[src/rtl/core/dqt_pkg.sv]
// dqt_pkg: shared types and constants for the delimited quoted tokenizer
// used by dqt_classify and delimited_quoted_tokenizer; no dependencies
`default_nettype none

package dqt_pkg;

   localparam int DQT_LENGTH_BITS = 16;
   localparam int DELIM_SLOTS     = 6;
   localparam int CSR_INDEX_BITS  = 3;
   localparam int CSR_DATA_BITS   = 8;

   // character codes
   localparam logic [7:0] CH_QUOTE  = 8'h22;
   localparam logic [7:0] CH_BSLASH = 8'h5C;
   localparam logic [7:0] CH_LF     = 8'h0A;
   localparam logic [7:0] CH_NUL    = 8'h00;

   // register indexes
   localparam logic [CSR_INDEX_BITS-1:0] REG_DELIM_COUNT = 3'd0;
   localparam logic [CSR_INDEX_BITS-1:0] REG_DELIM_A     = 3'd1;
   localparam logic [CSR_INDEX_BITS-1:0] REG_DELIM_B     = 3'd2;
   localparam logic [CSR_INDEX_BITS-1:0] REG_DELIM_C     = 3'd3;
   localparam logic [CSR_INDEX_BITS-1:0] REG_DELIM_D     = 3'd4;
   localparam logic [CSR_INDEX_BITS-1:0] REG_DELIM_E     = 3'd5;
   localparam logic [CSR_INDEX_BITS-1:0] REG_DELIM_F     = 3'd6;

   // reset values of the registers
   localparam logic [2:0] RST_DELIM_COUNT = 3'd4;
   localparam logic [7:0] RST_DELIM_A     = 8'd32;
   localparam logic [7:0] RST_DELIM_B     = 8'd9;
   localparam logic [7:0] RST_DELIM_C     = 8'd13;
   localparam logic [7:0] RST_DELIM_D     = 8'd10;
   localparam logic [7:0] RST_DELIM_E     = 8'd0;
   localparam logic [7:0] RST_DELIM_F     = 8'd0;

   typedef struct packed {
      logic [2:0]                   delim_count;
      logic [DELIM_SLOTS-1:0][7:0]  delim;
   } dqt_cfg_type;

   typedef struct packed {
      logic [7:0]  char_out;
      logic        is_content;
      logic        token_begins;
      logic        token_done;
      logic        was_quoted;
      logic [15:0] token_length;
   } dqt_result_type;

endpackage

`default_nettype wire

[src/rtl/core/dqt_classify.sv]
// dqt_classify: per-byte tokenizer state machine and result logic
// depends on dqt_pkg
`default_nettype none

module dqt_classify #(
   parameter int LENGTH_BITS = dqt_pkg::DQT_LENGTH_BITS
) (
   input  wire logic                    clock,
   input  wire logic                    reset,
   input  wire dqt_pkg::dqt_cfg_type    cfg,
   input  wire logic                    step,
   input  wire logic [7:0]              char_in,
   input  wire logic                    last,
   output dqt_pkg::dqt_result_type      result
);
   import dqt_pkg::*;

   localparam logic [1:0] MODE_SKIP   = 2'd0;
   localparam logic [1:0] MODE_PLAIN  = 2'd1;
   localparam logic [1:0] MODE_QUOTED = 2'd2;

   logic [1:0]             mode_ff, mode_in;
   logic                   esc_ff, esc_in;
   logic                   quoted_ff, quoted_in;
   logic [LENGTH_BITS-1:0] count_ff, count_in, count_base;

   logic                   is_zero, char_delim, lf_delim;
   logic                   content, begins, done, active;
   logic [LENGTH_BITS+15:0] length_ext;

   // slot i is live when delim_count > i; a count of seven acts as six
   always_comb begin
      char_delim = 1'b0;
      lf_delim   = 1'b0;
      for (int i = 0; i < DELIM_SLOTS; i++) begin
         if (cfg.delim_count > 3'(i)) begin
            if (cfg.delim[i] == char_in) char_delim = 1'b1;
            if (cfg.delim[i] == CH_LF)   lf_delim   = 1'b1;
         end
      end
   end

   assign is_zero = (char_in == CH_NUL);

   always_comb begin
      content    = 1'b0;
      begins     = 1'b0;
      done       = 1'b0;
      active     = 1'b0;
      mode_in    = mode_ff;
      esc_in     = esc_ff;
      quoted_in  = quoted_ff;
      count_base = count_ff;
      unique case (mode_ff)
         MODE_SKIP: begin
            if (!is_zero && !char_delim) begin
               begins     = 1'b1;
               active     = 1'b1;
               esc_in     = 1'b0;
               count_base = '0;
               done       = last;
               if (char_in == CH_QUOTE) begin
                  quoted_in = 1'b1;
                  mode_in   = MODE_QUOTED;
               end else begin
                  quoted_in = 1'b0;
                  mode_in   = MODE_PLAIN;
                  content   = 1'b1;
               end
            end
         end
         MODE_PLAIN: begin
            active = 1'b1;
            if (is_zero || char_delim) begin
               done = 1'b1;
            end else begin
               content = 1'b1;
               done    = last;
            end
         end
         MODE_QUOTED: begin
            active = 1'b1;
            // a newline ends a quoted token even when escaped, if LF is a live delimiter
            if (is_zero || (char_in == CH_LF && lf_delim)) begin
               done = 1'b1;
            end else if (esc_ff) begin
               esc_in  = 1'b0;
               content = 1'b1;
            end else if (char_in == CH_BSLASH) begin
               esc_in  = 1'b1;
               content = 1'b1;
            end else if (char_in == CH_QUOTE) begin
               done = 1'b1;
            end else begin
               content = 1'b1;
            end
            if (last) done = 1'b1;
         end
         default: begin
         end
      endcase

      // saturating content count
      count_in = count_base;
      if (content && !(&count_base)) count_in = count_base + 1'b1;

      if (done || (mode_ff != MODE_SKIP && mode_ff != MODE_PLAIN &&
                   mode_ff != MODE_QUOTED)) begin
         mode_in = MODE_SKIP;
         esc_in  = 1'b0;
      end
   end

   assign length_ext = {16'b0, count_in};

   always_comb begin
      result.char_out     = char_in;
      result.is_content   = content;
      result.token_begins = begins;
      result.token_done   = done;
      result.was_quoted   = active & quoted_in;
      result.token_length = active ? length_ext[15:0] : 16'b0;
   end

   always_ff @(posedge clock) begin
      if (reset) begin
         mode_ff   <= MODE_SKIP;
         esc_ff    <= 1'b0;
         quoted_ff <= 1'b0;
         count_ff  <= '0;
      end else if (step) begin
         mode_ff   <= mode_in;
         esc_ff    <= esc_in;
         quoted_ff <= quoted_in;
         count_ff  <= count_in;
      end
   end

`ifndef SYNTHESIS
   a_done_returns_to_skip: assert property (@(posedge clock) disable iff (reset)
      step && result.token_done |=> mode_ff == MODE_SKIP)
      else $error("token end did not return to skipping");

   a_begin_opens_token: assert property (@(posedge clock) disable iff (reset)
      step && result.token_begins && !result.token_done |=> mode_ff != MODE_SKIP)
      else $error("token start did not open a token");

   a_escape_only_quoted: assert property (@(posedge clock) disable iff (reset)
      esc_ff |-> mode_ff == MODE_QUOTED)
      else $error("escape pending outside a quoted token");

   a_content_counts: assert property (@(posedge clock) disable iff (reset)
      step && result.is_content |=> count_ff != '0)
      else $error("content byte left the count at zero");
`endif

endmodule

`default_nettype wire

[src/rtl/core/delimited_quoted_tokenizer.sv]
// delimited_quoted_tokenizer: top level with register file, classifier and output skid
// depends on dqt_pkg and dqt_classify
`default_nettype none

// One byte is accepted per clock while req_stall is low, and one result comes back per
// byte, registered in the output register before it appears on rsp_. The tokenizer
// state updates in a single register stage, so back-to-back bytes stream at full rate;
// an output register plus a one-entry skid buffer keep req_stall a registered signal.
// A transfer that arrives while the output register is full and rsp_stall is high is
// parked in the skid entry, and req_stall is then high from the next cycle until the
// parked result has moved into the output register. The user must write delimiter
// registers through the csr_ port only while no byte is in flight; it is not enforced.

module delimited_quoted_tokenizer #(
   parameter int LENGTH_BITS = dqt_pkg::DQT_LENGTH_BITS
) (
   input  wire logic                                 clock,
   input  wire logic                                 reset,
   input  wire logic                                 csr_write,
   input  wire logic [dqt_pkg::CSR_INDEX_BITS-1:0]   csr_index,
   input  wire logic [dqt_pkg::CSR_DATA_BITS-1:0]    csr_wdata,
   input  wire logic                                 req_valid,
   output      logic                                 req_stall,
   input  wire logic [7:0]                           req_char_in,
   input  wire logic                                 req_last,
   output      logic                                 rsp_valid,
   input  wire logic                                 rsp_stall,
   output      logic [7:0]                           rsp_char_out,
   output      logic                                 rsp_is_content,
   output      logic                                 rsp_token_begins,
   output      logic                                 rsp_token_done,
   output      logic                                 rsp_was_quoted,
   output      logic [15:0]                          rsp_token_length
);
   import dqt_pkg::*;

   dqt_cfg_type    cfg_ff;
   dqt_result_type new_result;
   dqt_result_type out_ff, skid_ff;
   logic           out_valid_ff, skid_valid_ff;
   logic           req_take, rsp_take;

   always_ff @(posedge clock) begin
      if (reset) begin
         cfg_ff.delim_count <= RST_DELIM_COUNT;
         cfg_ff.delim[0]    <= RST_DELIM_A;
         cfg_ff.delim[1]    <= RST_DELIM_B;
         cfg_ff.delim[2]    <= RST_DELIM_C;
         cfg_ff.delim[3]    <= RST_DELIM_D;
         cfg_ff.delim[4]    <= RST_DELIM_E;
         cfg_ff.delim[5]    <= RST_DELIM_F;
      end else if (csr_write) begin
         unique case (csr_index)
            REG_DELIM_COUNT: cfg_ff.delim_count <= csr_wdata[2:0];
            REG_DELIM_A:     cfg_ff.delim[0]    <= csr_wdata;
            REG_DELIM_B:     cfg_ff.delim[1]    <= csr_wdata;
            REG_DELIM_C:     cfg_ff.delim[2]    <= csr_wdata;
            REG_DELIM_D:     cfg_ff.delim[3]    <= csr_wdata;
            REG_DELIM_E:     cfg_ff.delim[4]    <= csr_wdata;
            REG_DELIM_F:     cfg_ff.delim[5]    <= csr_wdata;
            default: begin
            end
         endcase
      end
   end

   assign req_stall = skid_valid_ff;
   assign req_take  = req_valid & ~skid_valid_ff;
   assign rsp_take  = out_valid_ff & ~rsp_stall;

   dqt_classify #(
      .LENGTH_BITS(LENGTH_BITS)
   ) u_classify (
      .clock   (clock),
      .reset   (reset),
      .cfg     (cfg_ff),
      .step    (req_take),
      .char_in (req_char_in),
      .last    (req_last),
      .result  (new_result)
   );

   always_ff @(posedge clock) begin
      if (reset) begin
         out_valid_ff  <= 1'b0;
         skid_valid_ff <= 1'b0;
      end else if (rsp_take) begin
         if (skid_valid_ff) begin
            skid_valid_ff <= 1'b0;
         end else begin
            out_valid_ff <= req_take;
         end
      end else if (req_take) begin
         // output register busy: park the new result in the skid entry
         if (out_valid_ff) begin
            skid_valid_ff <= 1'b1;
         end else begin
            out_valid_ff <= 1'b1;
         end
      end
   end

   always_ff @(posedge clock) begin
      if (rsp_take) begin
         if (skid_valid_ff) begin
            out_ff <= skid_ff;
         end else if (req_take) begin
            out_ff <= new_result;
         end
      end else if (req_take) begin
         if (out_valid_ff) begin
            skid_ff <= new_result;
         end else begin
            out_ff <= new_result;
         end
      end
   end

   assign rsp_valid        = out_valid_ff;
   assign rsp_char_out     = out_ff.char_out;
   assign rsp_is_content   = out_ff.is_content;
   assign rsp_token_begins = out_ff.token_begins;
   assign rsp_token_done   = out_ff.token_done;
   assign rsp_was_quoted   = out_ff.was_quoted;
   assign rsp_token_length = out_ff.token_length;

`ifndef SYNTHESIS
   a_skid_behind_output: assert property (@(posedge clock) disable iff (reset)
      skid_valid_ff |-> out_valid_ff)
      else $error("skid entry held with empty output register");

   a_blocked_transfer_parks: assert property (@(posedge clock) disable iff (reset)
      req_take && out_valid_ff && rsp_stall |=> skid_valid_ff)
      else $error("transfer into a blocked output was not parked");

   a_skid_drains: assert property (@(posedge clock) disable iff (reset)
      skid_valid_ff && !rsp_stall |=> !skid_valid_ff)
      else $error("skid entry did not drain");
`endif

endmodule

`default_nettype wire

[config.mk]
export PLATFORM = sky130hd
export DESIGN_NAME = delimited_quoted_tokenizer
export DESIGN_NICKNAME = d
export VERILOG_FILES = /design/src/rtl/core/dqt_pkg.sv /design/src/rtl/core/dqt_classify.sv /design/src/rtl/core/delimited_quoted_tokenizer.sv
export SDC_FILE = /design/constraint.sdc
export NUM_CORES = 1
export LEC_CHECK = 0
export BUFFER_PORTS_ARGS = -buffer_cell sky130_fd_sc_hd__buf_4
export CAP_MARGIN = 0
export CORE_ASPECT_RATIO = 1.5
export CORE_MARGIN = 2
export CORE_UTILIZATION = 50
export DETAILED_ROUTE_END_ITERATION = 6
export PLACE_DENSITY_LB_ADDON = 0.08
export SYNTH_ARGS = -nofsm -noshare
export SYNTH_HDL_FRONTEND = slang
export SYNTH_SLANG_ARGS = --single-unit
[constraint.sdc]
create_clock -name clock -period 7.1 [get_ports clock]
set_input_delay 1.065 -clock clock [delete_from_list [all_inputs] [get_ports clock]]
set_output_delay 1.065 -clock clock [all_outputs]
set_load 0.01 [all_outputs]
* After elaboration in Yosys (flattened, before gate mapping)
Index checks and enable logic that the tools add are counted.
** Operators by class
- Add/sub/neg operators :: 1
- $lt $le $gt $ge :: 6
- Equal/unequal tests :: 29
- Multiplexer cells :: 66
- Bitwise logic cells :: 6
- Reduce and logical (&&, ||, !) cells :: 36
** Operator list (count)
- 28-bit 2-to-1 mux :: 5
- 16-bit 2-to-1 mux :: 4
- 8-bit by 4-bit == test with 1-bit output (second input constant) :: 7
- 1-bit 2-to-1 mux :: 49
- 8-bit == test :: 6
- 2-bit AND reduction :: 9
- 16-bit by 1-bit adder with 16-bit output (second input constant) :: 1
- 16-bit AND reduction :: 1
- 2-bit nonzero test :: 5
- 3-bit == test (second input constant) :: 3
- 3-bit AND reduction :: 3
- 8-bit by 6-bit == test with 1-bit output (second input constant) :: 1
- 8-bit by 7-bit == test with 1-bit output (second input constant) :: 1
- 8-bit logical NOT :: 1
- 2-bit 2-to-1 mux :: 4
- 3-bit by 2-bit == test with 1-bit output (second input constant) :: 2
- 3-bit by 1-bit > comparator with 1-bit output (second input constant) :: 2
- 3-bit by 2-bit > comparator with 1-bit output (second input constant) :: 2
- 3-bit > comparator (second input constant) :: 2
- 1-bit case mux with 3 select lines :: 2
- 1-bit logical AND :: 5
- 2-bit by 1-bit != test with 1-bit output (second input constant) :: 2
- 2-bit != test (second input constant) :: 2
- 1-bit case mux with 2 select lines :: 2
- other kinds (14) :: 23
** Word-level totals
- Register bits after elaboration :: 129
- Input bits :: 25
- Output and inout port bits :: 30
- Word-level logic and storage cells :: 169

* Depth between registers and ports, before layout
Gate-level depths: netlist (run 1).
- Depth after elaboration :: 25
- Gate-level depth with buffers :: 18

* By module
Synthesis (run 1) repeated with hierarchy kept, for this count alone.
** Unflattened totals
- Cells, all modules :: 669
- Area, all modules :: 7023.0 µm²
** By module, submodules not included
- delimited_quoted_tokenizer :: instances 1, cells each 289, area an instance 4162.7 µm²
- dqt_classify :: instances 1, cells each 380, area an instance 2860.2 µm²

* Least setup slack after synthesis (run 1)
OpenSTA, ideal clock, no wires.
- Kind :: in2reg
- Start point :: in req_char_in[7]
- End point :: reg out_ff (netlist bit rsp_token_length[2]), data pin
- Arrival :: 4.421 ns
- Data required time :: 6.840 ns
- Slack :: 2.419 ns
- Stages :: 17
- Path buffers :: 3
- Cell sequence :: buf_4 > or4_4 > nor3b_2 > nor4_2 > nand4_2 > buf_4 > clkbuf_1 > and2_1 > ha_1 > and4_1 > nand2_1 > nor3_1 > and2_1 > a221o_2 > or3_1 > a21oi_2 > mux2_2
** RTL lines
- start: declaration :: line delimited_quoted_tokenizer.sv:24 : input wire logic [7:0] req_char_in,
- end signal: assignment :: line delimited_quoted_tokenizer.sv:106 : out_ff <= skid_ff;
- end signal: assignment :: line delimited_quoted_tokenizer.sv:108 : out_ff <= new_result;
- end signal: assignment :: line delimited_quoted_tokenizer.sv:114 : out_ff <= new_result;
- end: declaration :: line delimited_quoted_tokenizer.sv:39 : dqt_result_type out_ff, skid_ff;

==> reports/qor.txt, run 1 <==
Routed Antenna Nets - 0
HP Class - flip-flop to flip-flop
routed wire length per instance - 17.3 um
Async SR Flop Fraction - 0%
Port Buffer Count - 54
Reg clk slew, reported paths - 0.06 ns
synth top area cells - edfxtp_1 (26%), dfxtp_1 (23%), nand2_1 (8.5%)
Slew headroom - 27.1%
WL final - 15600 um
CP bufs+invs - 2
Non-Filler Instances - 903
ratio of cells with drive above 1 in the final layout - 15.5%
crit path DAT - 4.87 ns
Worst Path Required - 7.27 ns
most common cell after layout, fill and taps aside - nand2_1
largest area contributor in the netlist - edfxtp_1
area grow syn2layout - 16.7%
Yosys top cell area share - 26.0%
R2R cell count - 15
mux contribution to synthesized area - 3.95%
htree depth - 4
Final Cell Area - 0.00755 mm^2
most frequent cells in the layout - nand2_1 (146), dfxtp_1 (73), a21oi_1 (61)
CP Depth - 16
initial antenna violation count - 0
DP HPWL - 11200 um
Die ar. - 0.0139 mm^2
CTS buffer count - 17
Post-Synthesis Net Count - 720
XOR/XNOR share of the synthesized area - 8.53%
synth warn - 0
cts repair resizes - 0
GPL Wtd Cong - 0.881
Core Region - 0.0126 mm^2
Avg Cell Area, Syn - 9.38 um^2
hold buffer count at CTS - 0
Slew Limit Fails - 0
CTS root buf - clkbuf_16
Cell variety after synth - 61
Total GRT Usage - 23.1%
Max Freq - 213 MHz
critical-path cell list - buf_4 > or4_4 > nor3b_2 > nor4_2 > nand4_2 > buf_4 > and2_1 > ha_1 > and4_1 > nand2_1 > nor3_1 > and2_1 > a221o_2 > or3_1 > a21oi_2 > mux2_2
Post-route DRC - 0
VDD IR-drop max - 0.173 mV
Final setup violation count - 0
placed cells - 871
Clock Sinks - 129
Post-Syn Area - 0.00647 mm^2
status - completed
Post-synth EDFFs - 56
setup_tns - 0 ns
FF+latch count, synth - 129
WHS - 0.480 ns
Hold Fails Final Rpt - 0
first-pass GRT wire length - 25200 um
fin util - 60.0%
Vias/cell - 5.68
initial drt markers - 254
Clk Latency, worst-skew pair - 0.42 ns
CP Max Fanout - 29
Post-Synth Simple-Gate Area - 24.6%
Setup Skew - 0.0106 ns
Initial DRT Pass Iterations - 5
largest family of logic cells by synthesized area - simple AND/OR/NAND/NOR gates
Die H - 143 um
FP Rows - 50
placed inst area - 0.00695 mm^2
Power Density - 246 mW/mm^2
# Post-CTS Setup Buffers - 0
kind of critical path - primary input to flip-flop
Critical Path Sink Type - flip-flop
Cells after Synth - 690
Leak Pwr - 2.59 nW
minimum clock period - 4.70 ns
vias in the first global route - 5032
Worst path slowest cell - or4_4
Compound-Gate Fraction of Synth Area - 10.4%
worst hold path depth - 2
CTS tree - built
CTS Buffer Depth - 2
nets - 764
top_reg_cell synth - dfxtp_1
startpoint types - primary input
largest net degree at the start of global routing - 75
RSZ-0062 raised after global routing - false
Vias - 5125
chip width - 96.9 um
grt total ovfl - 0
Crit path max-delay family - simple AND/OR/NAND/NOR gates
Final Cycle Share - 66.3%
Seq/Total Area, Yosys - 48.6%
IO Pins - 55
initial core utilization - 51.5%
Critical Path Max Stage Delay - 0.57 ns
Max-Cap Viols - 0
Diodes inserted - 0
post-synthesis adder-cell area fraction - 0.967%
measured slew at the worst slew-check pin - 1.09 ns
==> synth_stat cells (14+ instances only) <==
cell type,count
nand2_1,146
nor2_1,40
edfxtp_1,56
clkbuf_1,21
nand3_1,15
nand4_1,17
dfxtp_1,73
and2_1,14
nor3_1,17
o31ai_1,15
a21oi_1,62
xnor2_1,50
==> metal layers <==
layer | GRT usage (%) | wire [um] | vias up | part of all wire, %
li1 | - | - | 2540 | -
met1 | 23.7 | 5820 | 2410 | 37
met2 | 44.1 | 8610 | 132 | 55
met3 | 4.62 | 586 | 43 | 3.7
met4 | 11.6 | 626 | 0 | 4.0
met5 | 0 | 0 | - | 0
==> cell families (layout without fill, tap and decap cells) <==
family          count (synthesis)  in the layout
flops                         129            129
buf+inv                        41             98
mux                            24             24
compound gates                109            109
simple gates                  319            319
xor+xnor                       63             63
fa+ha+maj                       5              5
==> through the flow <==
stage	worst slack (ns)	power [mW]
final	2.40	1.86
after global routing	2.03	1.92
after CTS	2.43	1.87
after detailed placement	1.98	1.01
after global placement	2.10	1.00
after floorplan	2.42	0.940
==> area by class of cell <==
class / count / area [um^2]
fill: 1084 / 5020
sequential: 129 / 3140
multi-input combinational: 520 / 3140
clock buffer: 22 / 507
timing repair buffer: 59 / 443
tap: 156 / 195
clock inverter: 10 / 95.1
inverter: 7 / 26.3
==> where the power goes <==
part / internal (mW) / switching (mW)
clock network: 0.544 / 0.325
logic: 0.0672 / 0.104
registers: 0.803 / 0.0147
total: 1.41 / 0.444
==> state kept, by name, summed over array words and instances (netlist names) <==
signal and cells:
req_stall 1, rsp_valid 1, u_classify.mode_ff 2, rsp_token_length 16, rsp_is_content 1, rsp_was_quoted 1, rsp_token_done 1, u_classify.quoted_ff 1
rsp_char_out 8, skid_ff 28, u_classify.count_ff 16, cfg_ff 51, u_classify.esc_ff 1, rsp_token_begins 1
==> path summary, 6_finish.rpt <==
| check | end | slack, ns | startpoint |
|---|---|---|---|
| hold / removal | cfg_ff[12]$_SDFFE_PP0P_ | 0.48 | cfg_ff[12]$_SDFFE_PP0P_ |
| hold reg to reg | cfg_ff[12]$_SDFFE_PP0P_ | 0.48 | cfg_ff[12]$_SDFFE_PP0P_ |
| setup reg to reg | rsp_token_length[2]$_DFFE_PP_ | 2.74 | cfg_ff[50]$_SDFFE_PP1P_ |
| setup / recovery | rsp_token_length[2]$_DFFE_PP_ | 2.40 | req_char_in[4] |
==> worst min-delay path: stages, from the launching register on <==
cell     delay [ns]
dfxtp_1        0.32
nand2_1        0.06
a21oi_1        0.05
Power figures use the tool's default switching activity.
==> run 2: changes to the inputs <==
--- a/config.mk
+++ b/config.mk
@@ -5,6 +5,7 @@
 export SDC_FILE = /design/constraint.sdc
 export NUM_CORES = 1
 export LEC_CHECK = 0
+export ABC_AREA = 1
 export BUFFER_PORTS_ARGS = -buffer_cell sky130_fd_sc_hd__buf_4
 export CAP_MARGIN = 0
 export CORE_ASPECT_RATIO = 1.5
==> constraint.sdc (replaced) <==
create_clock -name clock -period 4.7 [get_ports clock]
set_input_delay 0.705 -clock clock [delete_from_list [all_inputs] [get_ports clock]]
set_output_delay 0.705 -clock clock [all_outputs]
set_load 0.01 [all_outputs]
==> reports/qor.txt, run 2 <==
crit path DAT - 3.51 ns
startpoint types - flip-flop
Clock Sinks - 129
Clk Latency, worst-skew pair - 0.42 ns
Die ar. - 0.0149 mm^2
area grow syn2layout - 14.5%
CTS root buf - clkbuf_16
RSZ-0062 raised after global routing - false
Slew Limit Fails - 0
Vias/cell - 5.37
Cell variety after synth - 40
Die H - 149 um
Largest Register - cfg_ff
Reg clk slew, reported paths - 0.06 ns
Async SR Flop Fraction - 0%
synth warn - 0
Core Region - 0.0135 mm^2
routed wire length per instance - 16.6 um
Post-route DRC - 0
placed inst area - 0.00742 mm^2
status - completed
first-pass GRT wire length - 29800 um
nets - 996
measured slew at the worst slew-check pin - 0.720 ns
minimum clock period - 3.37 ns
critical-path cell list - inv_1 > nand2_1 > nand3_1 > nor2_1 > nand3_1 > nand2_1 > nor2_2 > nand3_4 > nand2_1 > inv_1 > ha_1 > nand2_1 > nor2_1 > nand2_2 > o21ai_4 > nand2_1 > nand3_1 > a21oi_1
R2R Setup Slk - 1.33 ns
Cells after Synth - 917
Final setup violation count - 0
initial drt markers - 226
Diodes inserted - 0
Critical Path Sink Type - flip-flop
Leak Pwr - 3.64 nW
Final Cycle Share - 71.7%
WL final - 18900 um
FF+latch count, synth - 129
Avg Cell Area, Syn - 7.60 um^2
cell mode on critical path - nand2_1
largest net degree at the start of global routing - 51
cts repair resizes - 0
Final Cell Area - 0.00797 mm^2
GPL Wtd Cong - 0.991
chip width - 100 um
vias in the first global route - 5983
Vias - 6126
grt total ovfl - 0
Max Freq - 297 MHz
CTS tree - built
most frequent cells in the layout - nand2_1 (192), nor2_1 (151), inv_1 (105)
most common cell after layout, fill and taps aside - nand2_1
IO Pins - 55
Seq/Total Area, Yosys - 45.1%
top_reg_cell synth - dfxtp_1
fillers - 1281
# Post-CTS Setup Buffers - 0
Worst path slowest cell - o21ai_4
Power Density - 358 mW/mm^2
Critical Path Max Stage Delay - 0.47 ns
HP Class - flip-flop to flip-flop
VDD IR-drop max - 0.264 mV
placed cells - 1109
Max-Cap Viols - 0
htree depth - 4
DP HPWL - 14400 um
initial antenna violation count - 0
Largest regs - cfg_ff (51), skid_ff (28)
kind of critical path - flip-flop to flip-flop
synth top area cells - edfxtp_1 (24%), dfxtp_1 (21%), nand2_1 (10%)
CTS Buffer Depth - 2
Port Buffer Count - 54
FP Rows - 52
largest area contributor in the netlist - edfxtp_1
Sequential Area - 0.00314 mm^2
Crit path max-delay family - simple AND/OR/NAND/NOR gates
multi-input logic area - 0.00312 mm^2
hold buffer count at CTS - 0
CP bufs+invs - 2
most frequent cells after synthesis - nand2_1 (192), nor2_1 (152), inv_1 (105)
Initial DRT Pass Iterations - 5
ratio of cells with drive above 1 in the final layout - 17.7%
Post-Synthesis Net Count - 947
Total GRT Usage - 26.3%
Non-Filler Instances - 1141
setup_tns - 0 ns
WHS - 0.496 ns
CTS buffer count - 17
CP Max Fanout - 14
most common cell in the netlist - nand2_1
Post-Syn Area - 0.00697 mm^2
Yosys top cell area share - 24.1%
initial core utilization - 51.5%
Routed Antenna Nets - 0
Hold Fails Final Rpt - 0
Post-synth EDFFs - 56
Setup Skew - 0.00999 ns
Slew headroom - 51.9%
max reg flops - 51
Worst Path Required - 4.84 ns
==> run 2: cell types whose count changed in the layout (fill, tap and decap cells not counted), sizes merged, moves of 14 or more <==
cell | before | now
inv | 10 | 124
o21ai | 10 | 81
a21oi | 64 | 45
nand3 | 15 | 44
nand2 | 147 | 226
o31ai | 16 | 0
xnor2 | 50 | 18
and2 | 14 | 0
nor2 | 40 | 161
==> run 2: cell type report <==
type | instances | share of cell area (%)
clock buffer | 17 | 5.34
clock inverter | 15 | 1.65
inverter | 125 | 6.12
multi-input combinational | 632 | 39.2
sequential | 129 | 39.4
tap | 162 | 2.54
timing repair buffer | 61 | 5.74
==> run 2: cell families (layout without fill, tap and decap cells) <==
| group | count (synthesis) | in the layout | share of synthesized area (%) |
|---|---|---|---|
| simple gates | 461 | 461 | 29.2 |
| buf+inv | 156 | 218 | 10.1 |
| compound gates | 136 | 136 | 10.9 |
| flops | 129 | 129 | 45.1 |
| xor+xnor | 30 | 30 | 3.77 |
| fa+ha+maj | 5 | 5 | 0.898 |
==> run 2: final timing paths <==
| kind | startpoint | end | depth (start not counted) |
|---|---|---|---|
| worst min register to register | cfg_ff[11]$_SDFFE_PP1P_ | cfg_ff[11]$_SDFFE_PP1P_ | 2 |
| worst max-delay path | cfg_ff[50]$_SDFFE_PP1P_ | rsp_token_length[1]$_DFFE_PP_ | 18 |
| worst max register to register | cfg_ff[50]$_SDFFE_PP1P_ | rsp_token_length[1]$_DFFE_PP_ | 18 |
| worst min-delay path | cfg_ff[11]$_SDFFE_PP1P_ | cfg_ff[11]$_SDFFE_PP1P_ | 2 |
==> run 2: metrics by stage <==
step | setup slack, ns | utilization (%) | power (mW)
after global placement | 1.08 | 54.8 | 1.63
final | 1.33 | 58.9 | 2.86
after CTS | 1.35 | 58.9 | 2.87
after detailed placement | 1.02 | 54.8 | 1.63
after floorplan | 0.807 | - | 1.51
after global routing | 1.10 | 58.9 | 2.97
==> run 2: where the power goes <==
| part | switching [mW] | internal [mW] |
|---|---|---|
| Sequential | 0.0382 | 1.23 |
| Clock | 0.520 | 0.730 |
| Combinational | 0.220 | 0.116 |
| Total | 0.778 | 2.08 |
==> run 2: routing by layer <==
layer,vias to the layer above,share of wire (%),track usage [%]
met5,-,0,0
met4,0,7.2,18.6
met3,81,4.4,5.40
met2,213,54,49.0
met1,2784,34,24.9
li1,3048,-,-
==> run 2: worst min-delay path, stage by stage (launching register included) <==
cell and delay, ns:
dfxtp_1 0.33, nand2_1 0.07, nand3_1 0.05
